===== src/efi_pkg.sv =====
// efi_pkg: shared constants, codes and structs of the escape-time fractal iterator.
// Used by efi_mul, efi_dp, efi_ctrl and escape_time_fractal_iterator; no dependencies.
`default_nettype none

package efi_pkg;

   // Fixed field widths
   localparam int PIX_W   = 16;
   localparam int ITER_W  = 16;
   localparam int MAG_W   = 63;
   localparam int WORD_W  = 64;
   localparam int CSR_IDX_W = 3;

   // Number format and tuning
   localparam int COORD_WIDTH  = 16;
   localparam int FRAC_BITS    = 56;
   localparam int ESCAPE_BOUND = 4;
   localparam int BOUND_WHOLE  = 4;

   localparam logic signed [63:0] Q_MAX = 64'sh7FFF_FFFF_FFFF_FFFF;
   localparam logic signed [63:0] Q_MIN = 64'sh8000_0000_0000_0000;

   localparam logic signed [63:0] BOUND_MANDEL_Q =
      (64'(ESCAPE_BOUND) > (64'h7FFF_FFFF_FFFF_FFFF >> FRAC_BITS)) ?
      Q_MAX : (64'(ESCAPE_BOUND) << FRAC_BITS);
   localparam logic signed [63:0] BOUND_OTHER_Q =
      (64'(BOUND_WHOLE) > (64'h7FFF_FFFF_FFFF_FFFF >> FRAC_BITS)) ?
      Q_MAX : (64'(BOUND_WHOLE) << FRAC_BITS);

   // Periodicity tolerance, 0.00001 rounded to the nearest LSB
   localparam logic signed [63:0] TOL_Q =
      ((64'd1 << FRAC_BITS) + 64'd50000) / 64'd100000;
   localparam logic signed [63:0] NEG_TOL_Q = -TOL_Q;

   // Reference point is refreshed once the period counter reaches this value
   localparam int PERIOD_W = 5;
   localparam logic [PERIOD_W-1:0] PERIOD_LAST = PERIOD_W'(20);

   // Shared multiplier: 64x64 magnitude product from four 32x32 partials
   localparam int PROD_W    = 128;
   localparam int HALF_W    = 32;
   localparam int MUL_CNT_W = 3;
   localparam logic [MUL_CNT_W-1:0] MUL_PARTS = MUL_CNT_W'(4);

   // Width of pixel*scale+offset before saturation
   localparam int MAP_W = COORD_WIDTH + WORD_W + 2;

   localparam logic [ITER_W-1:0] MAX_ITER_RESET = ITER_W'(64);

   typedef enum logic [1:0] {
      KIND_MANDEL  = 2'd0,
      KIND_JULIA   = 2'd1,
      KIND_TRICORN = 2'd2,
      KIND_SHIP    = 2'd3
   } kind_type;

   typedef enum logic [CSR_IDX_W-1:0] {
      CSR_KIND     = 3'd0,
      CSR_SCALE_X  = 3'd1,
      CSR_SCALE_Y  = 3'd2,
      CSR_OFFSET_X = 3'd3,
      CSR_OFFSET_Y = 3'd4,
      CSR_JULIA_RE = 3'd5,
      CSR_JULIA_IM = 3'd6,
      CSR_MAX_ITER = 3'd7
   } csr_idx_type;

   // Which product the shared multiplier forms
   typedef enum logic [2:0] {
      OP_MAPX = 3'd0,
      OP_MAPY = 3'd1,
      OP_XX   = 3'd2,
      OP_YY   = 3'd3,
      OP_XY   = 3'd4
   } op_type;

   typedef struct packed {
      kind_type           fractal_kind;
      logic signed [63:0] scale_x;
      logic signed [63:0] scale_y;
      logic signed [63:0] offset_x;
      logic signed [63:0] offset_y;
      logic signed [63:0] julia_re;
      logic signed [63:0] julia_im;
      logic [ITER_W-1:0]  max_iterations;
   } cfg_type;

   typedef struct packed {
      logic   load_item;
      logic   mul_start;
      op_type mul_op;
      logic   upd1;
      logic   upd2;
      logic   upd3;
      logic   chk1;
      logic   period_step;
      logic   set_periodic;
      logic   out_load;
   } cmd_type;

   typedef struct packed {
      logic mul_done;
      logic go_on;
      logic close;
   } status_type;

endpackage

`default_nettype wire


===== src/efi_ctrl.sv =====
// efi_ctrl: sequencer of the iterator; issues datapath commands and owns the handshakes.
// Depends on efi_pkg.
`default_nettype none

module efi_ctrl (
   input  wire logic                  clock,
   input  wire logic                  reset,
   input  wire efi_pkg::kind_type     fractal_kind,
   input  wire logic                  req_valid,
   output logic                       req_ready,
   output logic                       rsp_valid,
   input  wire logic                  rsp_ready,
   output efi_pkg::cmd_type           cmd,
   input  wire efi_pkg::status_type   status
);
   import efi_pkg::*;

   typedef enum logic [12:0] {
      ST_IDLE = 13'b0000000000001,
      ST_MAPX = 13'b0000000000010,
      ST_MAPY = 13'b0000000000100,
      ST_SQX  = 13'b0000000001000,
      ST_SQY  = 13'b0000000010000,
      ST_TEST = 13'b0000000100000,
      ST_PROD = 13'b0000001000000,
      ST_UPD1 = 13'b0000010000000,
      ST_UPD2 = 13'b0000100000000,
      ST_UPD3 = 13'b0001000000000,
      ST_CHK1 = 13'b0010000000000,
      ST_CHK2 = 13'b0100000000000,
      ST_DONE = 13'b1000000000000
   } state_type;

   state_type state_ff, state_in;
   logic      launched_ff, launched_in;
   logic      iter_ff, iter_in;
   logic      rsp_valid_ff, rsp_valid_in;
   logic      check_en;
   logic      mul_state;

   assign check_en  = (fractal_kind != KIND_JULIA);
   assign mul_state = (state_ff == ST_MAPX) || (state_ff == ST_MAPY) ||
                      (state_ff == ST_SQX)  || (state_ff == ST_SQY)  ||
                      (state_ff == ST_PROD);

   always_comb begin
      state_in    = state_ff;
      iter_in     = iter_ff;
      launched_in = launched_ff;
      cmd         = '0;
      cmd.mul_op  = OP_XY;

      // one launch per product; cleared on the done pulse
      if (mul_state) begin
         cmd.mul_start = !launched_ff;
         launched_in   = !status.mul_done;
      end

      unique case (state_ff)
         ST_IDLE: begin
            if (req_valid) begin
               cmd.load_item = 1'b1;
               iter_in       = 1'b0;
               state_in      = ST_MAPX;
            end
         end
         ST_MAPX: begin
            cmd.mul_op = OP_MAPX;
            if (status.mul_done) state_in = ST_MAPY;
         end
         ST_MAPY: begin
            cmd.mul_op = OP_MAPY;
            if (status.mul_done) state_in = ST_SQX;
         end
         ST_SQX: begin
            cmd.mul_op = OP_XX;
            if (status.mul_done) state_in = ST_SQY;
         end
         ST_SQY: begin
            cmd.mul_op = OP_YY;
            if (status.mul_done) state_in = (iter_ff && check_en) ? ST_CHK1 : ST_TEST;
         end
         ST_TEST: begin
            state_in = status.go_on ? ST_PROD : ST_DONE;
         end
         ST_PROD: begin
            cmd.mul_op = OP_XY;
            if (status.mul_done) state_in = ST_UPD1;
         end
         ST_UPD1: begin
            cmd.upd1 = 1'b1;
            state_in = ST_UPD2;
         end
         ST_UPD2: begin
            cmd.upd2 = 1'b1;
            state_in = ST_UPD3;
         end
         ST_UPD3: begin
            cmd.upd3 = 1'b1;
            iter_in  = 1'b1;
            state_in = ST_SQX;
         end
         ST_CHK1: begin
            cmd.chk1 = 1'b1;
            state_in = ST_CHK2;
         end
         ST_CHK2: begin
            if (status.close) begin
               cmd.set_periodic = 1'b1;
               state_in         = ST_DONE;
            end else begin
               cmd.period_step = 1'b1;
               state_in        = ST_TEST;
            end
         end
         ST_DONE: begin
            if (!rsp_valid_ff || rsp_ready) begin
               cmd.out_load = 1'b1;
               state_in     = ST_IDLE;
            end
         end
         default: state_in = ST_IDLE;
      endcase
   end

   assign rsp_valid_in = cmd.out_load | (rsp_valid_ff & ~rsp_ready);

   always_ff @(posedge clock) begin
      if (reset) begin
         state_ff     <= ST_IDLE;
         launched_ff  <= 1'b0;
         iter_ff      <= 1'b0;
         rsp_valid_ff <= 1'b0;
      end else begin
         state_ff     <= state_in;
         launched_ff  <= launched_in;
         iter_ff      <= iter_in;
         rsp_valid_ff <= rsp_valid_in;
      end
   end

   assign req_ready = (state_ff == ST_IDLE);
   assign rsp_valid = rsp_valid_ff;

endmodule

`default_nettype wire


===== config.mk =====
export PLATFORM = sky130hd
export DESIGN_NAME = efi_ctrl
export DESIGN_NICKNAME = d
export VERILOG_FILES = /design/src/efi_pkg.sv /design/src/efi_ctrl.sv
export SDC_FILE = /design/constraint.sdc
export NUM_CORES = 1
export LEC_CHECK = 0
export BUFFER_PORTS_ARGS = -buffer_cell sky130_fd_sc_hd__buf_2
export CORE_AREA = 5 5 53 55
export CTS_CLUSTER_DIAMETER = 100
export DETAILED_ROUTE_END_ITERATION = 6
export DIE_AREA = 0 0 58 60
export GPL_ROUTABILITY_DRIVEN = 0
export PLACE_DENSITY_LB_ADDON = 0.2
export SKIP_CTS_REPAIR_TIMING = 1
export SYNTH_ARGS = -nofsm -noshare
export SYNTH_HDL_FRONTEND = slang
export SYNTH_SLANG_ARGS = --single-unit

===== constraint.sdc =====
create_clock -name clock -period 2.93 [get_ports clock]
set_input_delay 0.1465 -clock clock [delete_from_list [all_inputs] [get_ports clock]]
set_output_delay 0.1465 -clock clock [all_outputs]
set_load 0.1 [all_outputs]

* Word-level counts from Yosys, hierarchy flattened *
Index checks and enable logic that the tools add are counted.

storage, ports and cells
  input bits = 9
  register bits = 16
  output and inout port bits = 14
  logic and storage cells = 66

operators by class
  reductions and logical operators = 12
  mux-type cells = 26
  equality and inequality tests = 21
  bitwise gates (word level) = 3

operator list
  kind                    number
  $pmux W13 S13           1
  $mux W13                9
  $ne A2 B2 Y1 const B    7
  $eq A13 B1 Y1 const B   1
  $eq A13 B10 Y1 const B  1
  $eq A13 B11 Y1 const B  1
  $eq A13 B12 Y1 const B  1
  $eq A13 B13 Y1 const B  1
  $eq A13 B2 Y1 const B   1
  $eq A13 B3 Y1 const B   1
  $eq A13 B4 Y1 const B   1
  $eq A13 B5 Y1 const B   1
  $eq A13 B6 Y1 const B   1
  $eq A13 B7 Y1 const B   1
  $eq A13 B8 Y1 const B   1
  $eq A13 B9 Y1 const B   1
  $mux W1                 12
  $pmux W3 S4             1
  $mux W11                1
  $reduce_and A7 Y1       1
  $logic_or A1 B1 Y1      5
  $logic_not A1 Y1        3
  $mux W2                 1
  $ne A2 B1 Y1 const B    1
  7 further kinds         7

* Longest topological paths before layout *
Gate-level depths: netlist of the first run.

  depth in word-level cells = 6
  mapped depth = 7
  depth with buffers taken out = 5

* Worst setup path before layout of the first run *
OpenSTA, ideal clock, no wires.

  path kind = register to output
  from = register state_ff[3]
  to = output cmd[11] in the netlist's numbering
  cell stages (with the launch flop) = 6
  data arrival time = 5093 ps
  path buffers = 1
  slack = -2309 ps
  required time = 2784 ps
  cells stage by stage = dfxtp_1 -> buf_6 -> or4b_2 -> nor4_1 -> nand2_1 -> inv_1

RTL lines
  element                 line             text
  start, declared         efi_ctrl.sv:34   state_type state_ff, state_in;
  start signal, assigned  efi_ctrl.sv:135  state_ff <= state_in;
  end, declared           efi_ctrl.sv:13   output efi_pkg::cmd_type cmd,

==> summary.md, run 1 <==
| Metric | Value |
|---|---|
| Worst-Skew Late Latency | 0.30 ns |
| Area of the multi-input gates | 763.2 um2 |
| Unique masters post-synth | 46 |
| Row count | 18 |
| Setup ws final | 0.1904 ns |
| Initial Util | 49.25% |
| Worst hold path class | primary input to flip-flop |
| Slew HR | 60.42% |
| Via/cell ratio | 6.208 |
| Internal power | 0.3373 mW |
| Final setup viols | 0 |
| Mapped Area | 0.001154 mm2 |
| Number of synthesized flops with an enable pin | 0 |
| CTS Sinks | 16 |
| Vias in the first global route | 1,111 |
| Total power | 0.5277 mW |
| Status | finished clean |
| Clk root buf | clkbuf_4 |
| IO buf count | 22 |
| Core area | 0.002342 mm2 |
| Sequential element share of the synthesized area | 27.77% |
| Die area | 0.003480 mm2 |
| Least-Margin Pin Slew | 0.5883 ns |
| Ys flop type | dfxtp_1 |
| Reg clk slew, reported paths | 0.10 ns |
| Static Leak | 0.5387 nW |
| CTS tree | built |
| Required @ worst endpoint | 2.78 ns |
| Clock Skew | 0.01000 ns |
| Syn_nets | 155 |
| CTS max path bufs | 2 |
| Async SR Flop Fraction | 0% |
| Mapped Cells | 146 |
| Initial antenna violation count | 0 |
| CTS Buf Count | 3 |
| Largest net degree at the start of global routing | 13 |
| Logic pwr share | 27.5% |
| Global-route wire length before repair | 5133 um |
| Critical Path AT | 2.59 ns |
| GRT overflow | 0 |
| First drt pass iteration count | 4 |
| Pins Over Slew Limit | 0 |
| Final WL | 3109 um |
| CP Max Fanout | 10 |
| Via count | 1,192 |
| Crit Path Class | flip-flop to primary output |
| Fin nets | 172 |
| Max Clock Freq | 0.3650 GHz |
| Num ports | 23 |
| Power density cells | 404.4 mW/mm2 |
| Inserted Diodes | 0 |
| Area Growth Syn to Fin | 13.12% |
| Sequential cell area | 320.3 um2 |
| # DRC | 0 |
| Total global-route track usage | 19.12% |
| Wirelength per Cell | 16.19 um |
| Setup crit end kind | primary output |
| H-tree Lvls | 1 |
| Fin. Hold Viols | 0 |
| Pre-CTS setup slack | 0.5269 ns |
| Clock share of power | 28.4% |
| Filler cell count | 235 |
| Chip Height | 60 um |
| Tcrit/Tclk final | 93.50% |
| Post-route ant nets | 0 |
| Switching power | 0.1905 mW |
| Register share of total power | 44.1% |
| Switching power share of the total | 36.09% |
| Max rail drop VDD | 377.0 uV |
| Final HPWL DP | 2366 um |
| Worst hold slack | 0.1183 ns |
| DRT iter0 DRCs | 56 |
| CP Launch Type | flip-flop |
| Synthesis-stage register bit count | 16 |
| Fraction of final layout cells with drive strength greater than 1 | 27.16% |
| Syn. warnings | 0 |
| MaxCap Viol Count | 0 |
| Mean area per synthesized cell | 7.901 um2 |
| Die X | 58 um |
| RSZ-0062 raised after global routing | no |
| Post-route minimum period | 2.740 ns |
-- cell usage after synthesis (3+ instances only) --
library cell	number	area [um2]
nor2_1	13	48.80
nor3_1	3	15.01
nand3_1	4	20.02
nand2_1	5	18.77
nor3b_1	5	37.54
nor4_1	10	62.56
buf_2	7	35.03
or4_4	4	45.04
or4_1	5	37.54
nand4_1	3	18.77
inv_1	6	22.52
xnor2_1	3	26.28
dfxtp_1	16	320.3
o21ai_0	11	55.05
nand2b_1	7	43.79
a21oi_1	7	35.03
-- power by group through the flow --
stage | Sequential, mW | Clock, mW | Combinational (mW)
CTS | 0.232 | 0.151 | 0.145
floorplan | 0.228 | 0 | 0.123
global placement | 0.237 | 0 | 0.143
global route | 0.234 | 0.164 | 0.155
detailed placement | 0.237 | 0 | 0.144
finish | 0.233 | 0.150 | 0.145
-- cell type report --
cell class / instances / share of cell area (%)
clock buffers: 4 / 2.780
multi-input cells: 112 / 58.49
well taps: 30 / 2.876
flip-flops and latches: 16 / 24.54
inverters: 6 / 1.726
repair buffers: 24 / 9.588
-- cell usage in the layout, fill, tap and decap left out, drive strengths merged, types with 2 or more instances in the layout --
cell type	Yosys	final
buf	10	24
dfxtp	16	16
nor2	13	13
o21ai	12	12
nor4	11	11
or4	9	9
nand2b	7	7
a21oi	7	7
inv	6	6
nand2	6	6
nor3b	5	5
nand3	4	4
nor3	4	4
clkbuf	2	4
xnor2	3	3
nand4	3	3
or2	3	3
and4	2	2
xor2	2	2
o2111a	2	2
nor2b	2	2
o211ai	2	2
-- through the flow --
| step | util (%) | cells | TNS [ns] | cell area [um2] |
|---|---|---|---|---|
| detailed placement | 54.17 | 188 | 0 | 1269 |
| global route | 55.72 | 192 | 0 | 1305 |
| CTS | 55.72 | 192 | 0 | 1305 |
| floorplan | - | 146 | -0.2287 | 1179 |
| global placement | 54.17 | 188 | 0 | 1269 |
| finish | 55.72 | 192 | 0 | 1305 |
-- logic make-up (layout without fill, tap and decap cells) --
family                 count (synthesis)  count (layout)  synth area share [%]
AND/OR/NAND/NOR                       76              76                 42.19
buffers and inverters                 18              34                 8.243
multiplexers                           1               1                0.8677
AO/OA/AOI/OAI                         30              30                 17.14
flip-flops                            16              16                 27.77
XOR/XNOR                               5               5                 3.797
-- worst max-delay path, stage by stage, from the launching register on --
cell,delay [ns]
dfxtp_1,0.41
or4_4,0.59
or2_4,0.26
or4_4,0.52
nor2_2,0.08
buf_2,0.42
-- flip-flops by register name, summed over array words and instances, names as in the netlist --
| name | count |
|---|---|
| iter_ff | 1 |
| launched_ff | 1 |
| rsp_valid | 1 |
| state_ff | 13 |
-- path summary, 6_finish.rpt --
check,cells after the start,to,from,slack (ns)
setup reg to reg,5,state_ff[0],state_ff[3],0.51
setup / recovery,5,cmd[2],state_ff[4],0.19
hold reg to reg,2,iter_ff,iter_ff,0.49
hold / removal,3,state_ff[6],status[1],0.12
-- routing by layer --
| metal | wire length, um | up-vias | GRT usage [%] |
|---|---|---|---|
| li1 | - | 577 | - |
| met1 | 1401 | 557 | 24.29 |
| met2 | 1450 | 53 | 31.77 |
| met3 | 210 | 5 | 2.592 |
| met4 | 46 | 0 | 9.272 |
| met5 | 0 | - | 0 |
Power figures use the tool's default switching activity.
==> run 2, diff against run 1 <==
--- a/config.mk
+++ b/config.mk
@@ -5,11 +5,12 @@
 export SDC_FILE = /design/constraint.sdc
 export NUM_CORES = 1
 export LEC_CHECK = 0
+export ABC_AREA = 1
 export BUFFER_PORTS_ARGS = -buffer_cell sky130_fd_sc_hd__buf_2
-export CORE_AREA = 5 5 53 55
+export CORE_AREA = 5 5 52 54
 export CTS_CLUSTER_DIAMETER = 100
 export DETAILED_ROUTE_END_ITERATION = 6
-export DIE_AREA = 0 0 58 60
+export DIE_AREA = 0 0 57 59
 export GPL_ROUTABILITY_DRIVEN = 0
 export PLACE_DENSITY_LB_ADDON = 0.2
 export SKIP_CTS_REPAIR_TIMING = 1
==> run 2 against run 1 <==
Net effect:
- final area decreased by 0.86%
- utilization increased by 3.9 points
- routed wire length decreased by 21%
- count of clock-buffer cells in the layout decreased by 1
- via count decreased by 8.7%
- synthesized cell count increased by 20%
- cell count increased by 18%
- critical endpoint unchanged
==> summary.md, run 2 <==
| Metric | Value |
|---|---|
| Status | finished clean (unchanged) |
| Worst r2r path cells | 10 (was 5) |
| Sequential element share of the synthesized area | 28.26% (was 27.77%) |
| Final setup viols | 0 (unchanged) |
| Worst-Skew Late Latency | 0.28 ns (was 0.30 ns) |
| Top-count cell post-synth | nand2_1 (was dfxtp_1) |
| CTS Buf Count | 3 (unchanged) |
| Filler cell count | 228 (was 235) |
| CTS max path bufs | 2 (unchanged) |
| Via/cell ratio | 4.793 (was 6.208) |
| Required @ worst endpoint | 2.78 ns (about the same) |
| Largest register FFs | 13 (unchanged) |
| Clk root buf | clkbuf_4 (unchanged) |
| Max Clock Freq | 0.4719 GHz (was 0.3650 GHz) |
| Top cell type's share of synthesized area | 28.26% (was 27.77%) |
| Core area | 0.002170 mm2 (was 0.002342 mm2) |
| Biggest register | state_ff (unchanged) |
| Global Route met3 Usage | 2.614% (was 2.592%) |
| Mapped Area | 0.001134 mm2 (was 0.001154 mm2) |
| Syn. warnings | 0 (unchanged) |
| Worst hold path class | primary input to flip-flop (unchanged) |
| Fraction of final layout cells with drive strength greater than 1 | 29.65% (was 27.16%) |
| Mean area per synthesized cell | 6.478 um2 (was 7.901 um2) |
| Max rail drop VDD | 792.0 uV (was 377.0 uV) |
| CTS tree | built (unchanged) |
| Synth area leader | dfxtp_1 (unchanged) |
| Syn_nets | 184 (was 155) |
| Crit Path Class | flip-flop to primary output (unchanged) |
| Area Growth Syn to Fin | 14.13% (was 13.12%) |
| Initial Util | 52.25% (was 49.25%) |
| Fin nets | 210 (was 172) |
| Reg clk slew, reported paths | 0.08 ns (was 0.10 ns) |
| Least-Margin Pin Slew | 0.4924 ns (was 0.5883 ns) |
| Ys flop type | dfxtp_1 (unchanged) |
| Async SR Flop Fraction | 0% (unchanged) |
| Routing usage on met2 | 26.75% (was 31.77%) |
| Tcrit/Tclk final | 72.32% (was 93.50%) |
| Most frequent cells after synthesis | 35 x nand2_1, 33 x nor2_1, 26 x inv_1, 16 x dfxtp_1, 14 x nand3_1 (was 16 x dfxtp_1, 13 x nor2_1, 11 x o21ai_0, 10 x nor4_1) |
| DRT iter0 DRCs | 35 (was 56) |
| RSZ-0062 raised after global routing | no (unchanged) |
| Most frequent cells in the layout | 35 x nand2_1, 33 x nor2_1, 26 x inv_1 (was 22 x buf_2, 16 x dfxtp_1, 12 x nor2_1) |
| H-tree Lvls | 1 (unchanged) |
| Wirelength per Cell | 10.84 um (was 16.19 um) |
| Chip Height | 59 um (was 60 um) |
| Final HPWL DP | 2092 um (was 2366 um) |
| Power density cells | 955.4 mW/mm2 (was 404.4 mW/mm2) |
| IO buf count | 22 (unchanged) |
| Most common cell after layout, fill and taps aside | nand2_1 (was buf_2) |
| Total global-route track usage | 15.82% (was 19.12%) |
| Die area | 0.003363 mm2 (was 0.003480 mm2) |
| CP Max Fanout | 7 (was 10) |
| Setup ws final | 0.8111 ns (was 0.1904 ns) |
| Fin. Hold Viols | 0 (unchanged) |
| MaxCap Viol Count | 0 (unchanged) |
| Static Leak | 0.7438 nW (was 0.5387 nW) |
| Unique masters post-synth | 25 (was 46) |
| Mapped Cells | 175 (was 146) |
| Largest net degree at the start of global routing | 10 (was 13) |
| Via count | 1,088 (was 1,192) |
| Pins Over Slew Limit | 0 (unchanged) |
| Global-route wire length before repair | 4181 um (was 5133 um) |
| Hold Path Depth | 2 (was 3) |
| Setup_tns | 0 ns (unchanged) |
| Layer with the highest usage | met2 (unchanged) |
| First drt pass iteration count | 4 (unchanged) |
| Slew HR | 67.40% (was 60.42%) |
| Clock Skew | 0.002499 ns (was 0.01000 ns) |
| Num ports | 23 (unchanged) |
| Vias in the first global route | 1,010 (was 1,111) |
| Post-route ant nets | 0 (unchanged) |
| Synth area leaders | dfxtp_1 28%, nand2_1 12%, nor2_1 11% (was dfxtp_1 28%, nor4_1 5.4%, o21ai_0 4.8%) |
| Final WL | 2461 um (was 3109 um) |
| Critical Path AT | 1.97 ns (was 2.59 ns) |
| Met1 Use GR | 19.71% (was 24.29%) |
| Row count | 17 (was 18) |
| # DRC | 0 (unchanged) |
| Die X | 57 um (was 58 um) |
| Number of synthesized flops with an enable pin | 0 (unchanged) |
| CP Launch Type | flip-flop (unchanged) |
| Pre-CTS setup slack | 1.136 ns (was 0.5269 ns) |
| Initial antenna violation count | 0 (unchanged) |
| Inserted Diodes | 0 (unchanged) |
| Synthesis-stage register bit count | 16 (unchanged) |
| Final core occ | 59.63% (was 55.72%) |
| Worst hold slack | 0.06122 ns (was 0.1183 ns) |
| Post-route minimum period | 2.119 ns (was 2.740 ns) |
| CTS Sinks | 16 (unchanged) |
| Setup crit end kind | primary output (unchanged) |
| GRT overflow | 0 (unchanged) |
run 2: cell count changes in the layout (fill, tap and decap cells not counted), moves of 6 or more:
| cell | before | now |
|---|---|---|
| nand2_1 | 5 | 35 |
| nor2_1 | 12 | 33 |
| inv_1 | 6 | 26 |
| nand3_1 | 4 | 14 |
| nor4_1 | 9 | 0 |
| nand2b_1 | 7 | 0 |
| inv_2 | 0 | 6 |
| nand2_4 | 0 | 6 |
| nor2_2 | 1 | 7 |
| o21ai_0 | 9 | 3 |
run 2: per-layer routing:
metal  vias up  wire [um]  part of all wire (%)
met4         0         34                   1.4
li1        581          -                     -
met3         3        129                   5.2
met1       476       1103                    45
met5         -          0                     0
met2        28       1192                    48
run 2: kinds of logic (layout without fill, tap and decap cells):
group | count (synthesis) | in the layout | share of synthesized area, %
compound gates | 11 | 11 | 6.070
buf+inv | 36 | 60 | 12.91
flops | 16 | 16 | 28.26
simple gates | 112 | 112 | 52.76
run 2: path summary, 6_finish.rpt:
check / from / end / slack, ns
worst min-delay path: reset / rsp_valid / 0.06
worst min register to register: launched_ff / launched_ff / 0.48
worst max-delay path: state_ff[3] / cmd[2] / 0.81
worst max register to register: state_ff[3] / state_ff[5] / 1.31
run 2: final cells by class:
type                            count  area [um2]  share of cell area (%)
Multi-Input combinational cell    123       666.9                   51.55
Sequential cell                    16       320.3                   24.76
Inverter                           35       138.9                   10.74
Timing Repair Buffer               22       110.1                   8.511
Tap cell                           28       35.03                   2.708
Clock buffer                        3       22.52                   1.741
run 2: report_power, final:
| part | total, mW | switching (mW) | internal [mW] |
|---|---|---|---|
| logic | 0.847 | 0.651 | 0.196 |
| clock network | 0.113 | 0.0656 | 0.0478 |
| registers | 0.276 | 0.0256 | 0.250 |
run 2: worst max-delay path: stages, from the launching register on:
cell and delay [ns]:
dfxtp_1 0.35, nor2_2 0.20, nand2_4 0.11, nor2_4 0.22, inv_2 0.05, nor2_2 0.12
inv_2 0.05, nor2_1 0.14, buf_2 0.45
run 2: metrics by stage:
| step | area, um2 | std cells | power [mW] |
|---|---|---|---|
| 6_report | 1294 | 227 | 1.236 |
| 5_1_grt | 1294 | 227 | 1.337 |
| 4_1_cts | 1294 | 227 | 1.247 |
| 3_5_place_dp | 1271 | 224 | 1.133 |
| 3_3_place_gp | 1271 | 224 | 1.125 |
| 2_1_floorplan | 1134 | 175 | 1.002 |
